**src/rtl/pdra_pkg.sv**
```systemverilog
// ----------------------------------------------------------------------------
// pdra_pkg
// Shared types, constants and the CORDIC arctangent table for the polar disc
// remap address generator.
// ----------------------------------------------------------------------------
`default_nettype none

package pdra_pkg;

    localparam int MAX_RADIUS  = 2048;
    localparam int ANGLE_BITS  = 16;
    localparam int CORDIC_MAX  = 24;
    localparam int STEPS       = (ANGLE_BITS > CORDIC_MAX) ? CORDIC_MAX : ANGLE_BITS;
    // Coordinates: |d| <= 4095, prescaled by 256, CORDIC gain below 1.65.
    localparam int CW          = 24;
    localparam int CFG_IDX_W   = 8;
    localparam int CFG_DATA_W  = 32;

    localparam logic [CFG_IDX_W-1:0] REG_DISC_RADIUS  = 8'd0;
    localparam logic [CFG_IDX_W-1:0] REG_SOURCE_WIDTH = 8'd1;

    typedef struct packed {
        logic [11:0] disc_x;
        logic [11:0] disc_y;
    } in_item_t;

    typedef struct packed {
        logic        inside_res;
        logic [12:0] source_col;
        logic [10:0] source_row;
    } out_item_t;

    typedef struct packed {
        logic        valid;
        logic        in_disc;
        logic        centre;
        logic [11:0] radius;
        logic [13:0] width;
        logic [24:0] d2;
    } side_t;

    function automatic logic [31:0] atan_turn(input int i);
        logic [31:0] t;
        case (i)
            0: t = 32'd536870912;  1: t = 32'd316933406;  2: t = 32'd167458907;
            3: t = 32'd85004756;   4: t = 32'd42667331;   5: t = 32'd21354465;
            6: t = 32'd10679838;   7: t = 32'd5340245;    8: t = 32'd2670163;
            9: t = 32'd1335087;    10: t = 32'd667544;    11: t = 32'd333772;
            12: t = 32'd166886;    13: t = 32'd83443;     14: t = 32'd41722;
            15: t = 32'd20861;     16: t = 32'd10430;     17: t = 32'd5215;
            18: t = 32'd2608;      19: t = 32'd1304;      20: t = 32'd652;
            21: t = 32'd326;       22: t = 32'd163;       23: t = 32'd81;
            default: t = 32'd0;
        endcase
        return t;
    endfunction

endpackage

`default_nettype wire

```
**src/rtl/pdra_cordic.sv**
```systemverilog
// ----------------------------------------------------------------------------
// pdra_cordic
// Pipelined vectoring CORDIC, one micro-rotation per register stage, with a
// square root alongside that resolves two result bits per stage.
// ----------------------------------------------------------------------------
`default_nettype none

module pdra_cordic (
    input  wire                    aclk,
    input  wire                    aresetn,
    input  wire                    en,
    input  wire                    in_valid,
    input  wire signed [12:0]      in_dx,
    input  wire signed [12:0]      in_dy,
    input  wire pdra_pkg::side_t   in_side,
    output pdra_pkg::side_t        out_side,
    output logic [31:0]            out_acc,
    output logic [12:0]            out_root
);
    import pdra_pkg::*;

    localparam int N = STEPS;
    // Square root of a 25-bit value needs 13 two-bit steps; done two per stage in the leading stages.
    localparam int SQ = 13;

    logic signed [CW-1:0] x_reg   [N+1];
    logic signed [CW-1:0] y_reg   [N+1];
    logic [31:0]          acc_reg [N+1];
    side_t                side_reg[N+1];
    logic [25:0]          rem_reg [N+1];
    logic [12:0]          root_reg[N+1];
    logic [25:0]          dq_reg  [N+1];

    always_comb begin
        x_reg[0]    = CW'(in_dx) <<< 8;
        y_reg[0]    = CW'(in_dy) <<< 8;
        acc_reg[0]  = 32'd0;
        if (in_dx < 0) begin
            x_reg[0]   = -(CW'(in_dx) <<< 8);
            y_reg[0]   = -(CW'(in_dy) <<< 8);
            acc_reg[0] = 32'h8000_0000;
        end
        side_reg[0]       = in_side;
        side_reg[0].valid = in_valid;
        rem_reg[0]        = '0;
        root_reg[0]       = '0;
        dq_reg[0]         = {1'b0, in_side.d2};
    end

    for (genvar i = 0; i < N; i++) begin : g_stage
        logic signed [CW-1:0] xs, ys, xn, yn;
        logic [31:0]          an;
        logic [25:0]          trial, rn, dn;
        logic [12:0]          qn;
        always_comb begin
            xs = x_reg[i] >>> i;
            ys = y_reg[i] >>> i;
            if (y_reg[i] > 0) begin
                xn = x_reg[i] + ys;
                yn = y_reg[i] - xs;
                an = acc_reg[i] + atan_turn(i);
            end else begin
                xn = x_reg[i] - ys;
                yn = y_reg[i] + xs;
                an = acc_reg[i] - atan_turn(i);
            end
            rn    = rem_reg[i];
            dn    = dq_reg[i];
            qn    = root_reg[i];
            trial = '0;
            // Restoring square root: two result bits per stage.
            for (int j = 0; j < 2; j++) begin
                if (2 * i + j < SQ) begin
                    rn    = {rn[23:0], dn[25:24]};
                    dn    = {dn[23:0], 2'b00};
                    trial = {11'd0, qn, 2'b01};
                    if (rn >= trial) begin
                        rn = rn - trial;
                        qn = {qn[11:0], 1'b1};
                    end else begin
                        qn = {qn[11:0], 1'b0};
                    end
                end
            end
        end
        always_ff @(posedge aclk) begin
            if (!aresetn) begin
                side_reg[i+1].valid <= 1'b0;
            end else if (en) begin
                side_reg[i+1].valid <= side_reg[i].valid;
            end
            if (en) begin
                x_reg[i+1]    <= xn;
                y_reg[i+1]    <= yn;
                acc_reg[i+1]  <= an;
                rem_reg[i+1]  <= rn;
                root_reg[i+1] <= qn;
                dq_reg[i+1]   <= dn;
                side_reg[i+1].in_disc <= side_reg[i].in_disc;
                side_reg[i+1].centre  <= side_reg[i].centre;
                side_reg[i+1].radius  <= side_reg[i].radius;
                side_reg[i+1].width   <= side_reg[i].width;
                side_reg[i+1].d2      <= side_reg[i].d2;
            end
        end
    end

    assign out_side = side_reg[N];
    assign out_acc  = side_reg[N].centre ? 32'd0 : acc_reg[N];
    assign out_root = root_reg[N];

endmodule

`default_nettype wire
```
**config.mk**
```make
export PLATFORM = sky130hd
export DESIGN_NAME = pdra_cordic
export DESIGN_NICKNAME = d
export VERILOG_FILES = /design/src/rtl/pdra_pkg.sv /design/src/rtl/pdra_cordic.sv
export SDC_FILE = /design/constraint.sdc
export NUM_CORES = 2
export LEC_CHECK = 0
export BUFFER_PORTS_ARGS = -buffer_cell sky130_fd_sc_hd__buf_4
export CAP_MARGIN = 25
export CORE_ASPECT_RATIO = 0.6
export CORE_MARGIN = 3
export CORE_UTILIZATION = 60
export CTS_CLUSTER_SIZE = 28
export DETAILED_ROUTE_END_ITERATION = 12
export PLACE_DENSITY = 0.76
export SYNTH_ARGS = -nofsm -noshare
export SYNTH_HDL_FRONTEND = slang
export SYNTH_SLANG_ARGS = --single-unit
```
**constraint.sdc**
```tcl
create_clock -name aclk -period 17.43 [get_ports aclk]
set_input_delay 2.6145 -clock aclk [delete_from_list [all_inputs] [get_ports aclk]]
set_output_delay 2.6145 -clock aclk [all_outputs]
set_load 0.03 [all_outputs]
```
# Word-level counts from Yosys, hierarchy flattened
# Index checks and enable logic that the tools add are counted.
# totals
output_inout_bits	99
elab_cells	376
in_bits	84
register_bits	2460
# classes
mux	74
magnitude_cmp	30
addsub	103
# op_table
cell	n
two-way mux 24 bit	43
two-way mux 32 bit	18
greater-than comparator 24 x 1 -> 1 bit (second input constant)	16
subtractor 24 x 11 -> 24 bit	3
subtractor 24 x 12 -> 24 bit	3
subtractor 24 x 13 -> 24 bit	3
adder 24 x 11 -> 24 bit	2
adder 24 x 12 -> 24 bit	2
adder 24 x 13 -> 24 bit	2
adder 24 x 14 -> 24 bit	2
adder 24 x 15 -> 24 bit	2
adder 24 x 16 -> 24 bit	2
adder 24 x 17 -> 24 bit	2
adder 24 x 18 -> 24 bit	2
adder 24 x 19 -> 24 bit	2
adder 24 x 20 -> 24 bit	2
adder 24 x 21 -> 24 bit	2
adder 24 x 22 -> 24 bit	2
adder 24 x 23 -> 24 bit	2
negation 21 -> 24 bit	2
subtractor 24 x 10 -> 24 bit	2
subtractor 24 x 14 -> 24 bit	2
subtractor 24 x 15 -> 24 bit	2
subtractor 24 x 16 -> 24 bit	2
other kinds (65)	85

# Depth between registers and ports, before layout
# logic_depth
depth_word	4
ltp_mapped	27
mapped_depth_nobuf	23

# Least setup slack after synthesis
# No wires, ideal clock.
# synth_path
kind	reg2reg
start	register y_reg, in the netlist g_stage[8].ys[3]
end	register acc_reg[255] in the netlist's numbering, data pin
path_buffers	2
t_arrival_ns	6.304
synth_period_minus_slack_ns	6.564
required_time_ns	17.170
slack_ns	10.866
setup_ns	0.260
stages_incl_launch_ff	25
cell_sequence	edfxtp_1 nor3_1 nand2b_1 nor4_1 nand2_1 nor4_1 and3_1 nand3_1 nand2b_1 clkbuf_1 inv_1 buf_1 ha_1 fa_1 a21o_1 a21oi_1 o21bai_1 a21oi_1 o21ai_0 a211oi_1 o31ai_1 o41ai_1 o21ai_0 a21oi_1 xnor2_1
# synth_via
elab_chain_cells	2
# synth_rtl
item	line	source
start, declared	pdra_cordic.sv:27	logic signed [CW-1:0] y_reg [N+1];
start signal, assigned by index	pdra_cordic.sv:94	y_reg[i+1] <= yn;
greater-than comparator 24 x 1 -> 1 bit	pdra_cordic.sv:58	if (y_reg[i] > 0) begin
two-way mux 32 bit	pdra_cordic.sv:58	
via g_stage[8].an[31]	pdra_cordic.sv:52	logic [31:0] an;
end signal, assigned by index	pdra_cordic.sv:95	acc_reg[i+1] <= an;
end, declared	pdra_cordic.sv:28	logic [31:0] acc_reg [N+1];
# The timed path passes the listed nets, and every way through them passes these cells.
# A chain may end at the register's enable or synchronous reset.

# Worst setup path after layout
# layout_path
start	register y_reg, in the netlist g_stage[8].ys[2]
end	register acc_reg[255] in the netlist's numbering, data pin
# The elaborated chain is that of the path after synthesis.

==> results.yml <==
layout:
  nets: 12900
  final_util: 0.663
  fill_cells: 15900
  layout_common_cells: "edfxtp_1 (2,202), ha_1 (1,152), xnor2_1 (997), nor2_1 (850), a21oi_1 (832)"
  drive_gt1_frac: 0.0612
  area_delta_synth_final_pct: 9.11
  largest_reg_flops: 810
  final_common_cell: "edfxtp_1"
synthesis:
  synth-seq-cells: 2218
  synth_cells: 11400
  syn_area_sq_um: 130000
  ys.warnings.count: 0
  synth_edf_count: 2202
  ys.flop_type: "edfxtp_1"
  synth-async-reset-ratio: 0
  ys_types: 107
  ys_seq_area_frac: 0.511
  syn_area_per_cell_sq_um: 11.4
floorplanning:
  io_pins: 183
  die-area_sq_um: 223000
  die-height_microns: 367
  rows: 131
  core_sq_um: 214000
  chipWidth_microns: 607
  start_util: 0.608
clock_tree:
  cts.path.max_buffers: 4
  cts_setup_buffers: 0
  cts_inserted_buffers: 210
  cts_resized: 0
  cts.htree.levels: 4
  ctsHoldBuffers: 0
  cts.sinks: 2218
  cts_tree: "built"
  clk_pin_slew_ns: 0.07
  clk_latency_ns: 0.87
  cts_root_buf: "clkbuf_16"
setup_path:
  critical_path.most_common_cell: "a21oi_1"
  critical_path_class: "reg -> reg"
  cp_data_arrival_time_ns: 8.28
  slowest_delay_ns: 0.83
  startpoint_type: "flop"
  critPathSlowestCell: "o41ai_1"
  end_kind: "flop"
  cp.required_ns: 17.99
  cp_max_fo: 33
  crit_chain: "nor3_1 > nand2b_1 > nor4_1 > nand2_1 > nor4_1 > and3_1 > nand3_1 > nand2b_1 > inv_1 > buf_4 > ha_1 > fa_1 > a21o_1 > a21oi_1 > o21bai_1 > a21oi_1 > o21ai_0 > a211oi_1 > o31ai_1 > o41ai_1 > o21ai_0 > a21oi_1 > xnor2_1"
route:
  vias: 89600
  drt.antenna.violating_nets: 0
  drtIter0Drc: 8746
  first_pass_iters: 6
  drc: 0
  wl_mm: 293
  via_per_inst: 6.11
  wire_per_inst_microns: 20.0
sta:
  max_freq_mhz: 130
  slew_headroom: 0.299
  fin_ws_ns: 9.71
  finalSetupViolCount: 0
  tightest_slew_ns: 1.04
  period_minus_slack_ns: 7.72
  min_period_over_period: 0.443
  finClkSkew_ns: 0.0764
  hold_violations: 0
  rsz0062_at_grt: "false"
  fin_setup_tns_ns: 0
  slew_violations: 0
global_route:
  grt_pass1_wl_mm: 463
  antenna_found_initial: 5
  grt_pass1_vias: 85300
  grt_util_all_layers: 0.258
  grt_overflow: 0
  grt_max_degree: 172
placed_design:
  hpwl_mm: 219
  routabilityCongestion: 0.968
  port-buffer-count: 180
  place_ws_ns: 9.95
job:
  maxCapViolations: 0
min_path:
  hp-class: "reg -> reg"
outcome:
  status: "completed"
path summary, 6_finish.rpt:
path                                  startpoint  slack [ns]  cells after the start             to
worst max-delay path            g_stage[8].ys[2]        9.71                     23   acc_reg[255]
worst min-delay path               side_reg[740]        0.36                      0  side_reg[686]
worst max register to register  g_stage[8].ys[2]        9.71                     23   acc_reg[255]
worst min register to register     side_reg[740]        0.36                      0  side_reg[686]
cell families (layout without fill, tap and decap cells):
family	after synthesis	count (layout)	synth area share
and+or+nand+nor	3039	3039	0.115
AOI/OAI and AO/OA	2726	2726	0.134
DFF	2218	2218	0.511
xor gates and xnor gates	1412	1412	0.0952
adders and majority gates	1186	1186	0.116
buffers and inverters	714	1145	0.0226
muxes	73	73	0.00583
other	2	8	0.0000577
stage by stage:
| stage | std cells | area, sq um | hold WS (ns) |
|---|---|---|---|
| floorplan | 11400 | 130000 | 0.400 |
| global placement | 14300 | 135000 | 0.400 |
| detailed placement | 14300 | 135000 | 0.405 |
| CTS | 14700 | 142000 | 0.353 |
| global route | 14700 | 142000 | 0.368 |
| finish | 14700 | 142000 | 0.360 |
critical path, delay by kind of cell, from the launching register on:
kind | cells | cell delay (ns)
AOI/OAI and AO/OA | 10 | 3.48
and+or+nand+nor | 8 | 2.28
adders and majority gates | 2 | 0.69
DFF | 1 | 0.48
buffers and inverters | 2 | 0.32
xor gates and xnor gates | 1 | 0.10
area by class of cell:
cell class	count	area, sq um	share of cell area
inverter	514	1930	0.0136
tap	2859	3580	0.0252
timing repair buffer	251	2120	0.0150
antenna	1	2.50	0.0000176
sequential	2218	66400	0.468
clock inverter	138	1690	0.0119
clock buffer	242	5410	0.0381
multi-input combinational	8443	60700	0.428
per-layer routing:
metal | share of wire | track usage | vias to the layer above | wire length (microns)
met5 | 0.000041 | 0 | - | 12
met4 | 0.015 | 0.0453 | 2 | 4430
met2 | 0.40 | 0.357 | 3223 | 117000
li1 | - | - | 43000 | -
met1 | 0.50 | 0.420 | 43000 | 145000
met3 | 0.090 | 0.0488 | 325 | 26300
synthesized netlist by cell type, types with 21 or more instances:
library cell	count	area, sq um
edfxtp_1	2202	66100
and2_1	69	432
o31a_1	25	219
a31o_2	33	289
o21bai_1	172	1290
or2_2	56	350
a211oi_1	89	668
xnor2_1	997	8730
nand2_1	625	2350
or3_1	125	782
inv_1	508	1910
a21oi_1	832	4160
clkbuf_1	115	432
xor2_1	413	3620
a21o_1	266	2000
o21a_1	146	1100
a31oi_1	108	676
nand2b_1	138	863
nor2b_1	159	995
nand4_1	70	438
o2111ai_1	21	184
ha_1	1152	14400
and3_1	107	669
nand3_1	231	1160
or4_1	35	263
buf_4	59	443
nand3b_1	22	165
a211o_1	28	245
a21boi_0	35	263
nor2_1	853	3200
o211ai_1	55	413
nor3_1	343	1720
mux2i_1	56	561
o31ai_1	142	1070
nor4_1	93	582
o41ai_1	45	394
a2111oi_0	27	236
fa_1	34	681
o21ai_0	536	2680
Power is not shown: default switching activity piles up to over one toggle a cycle in this logic, so the estimate is an artifact.
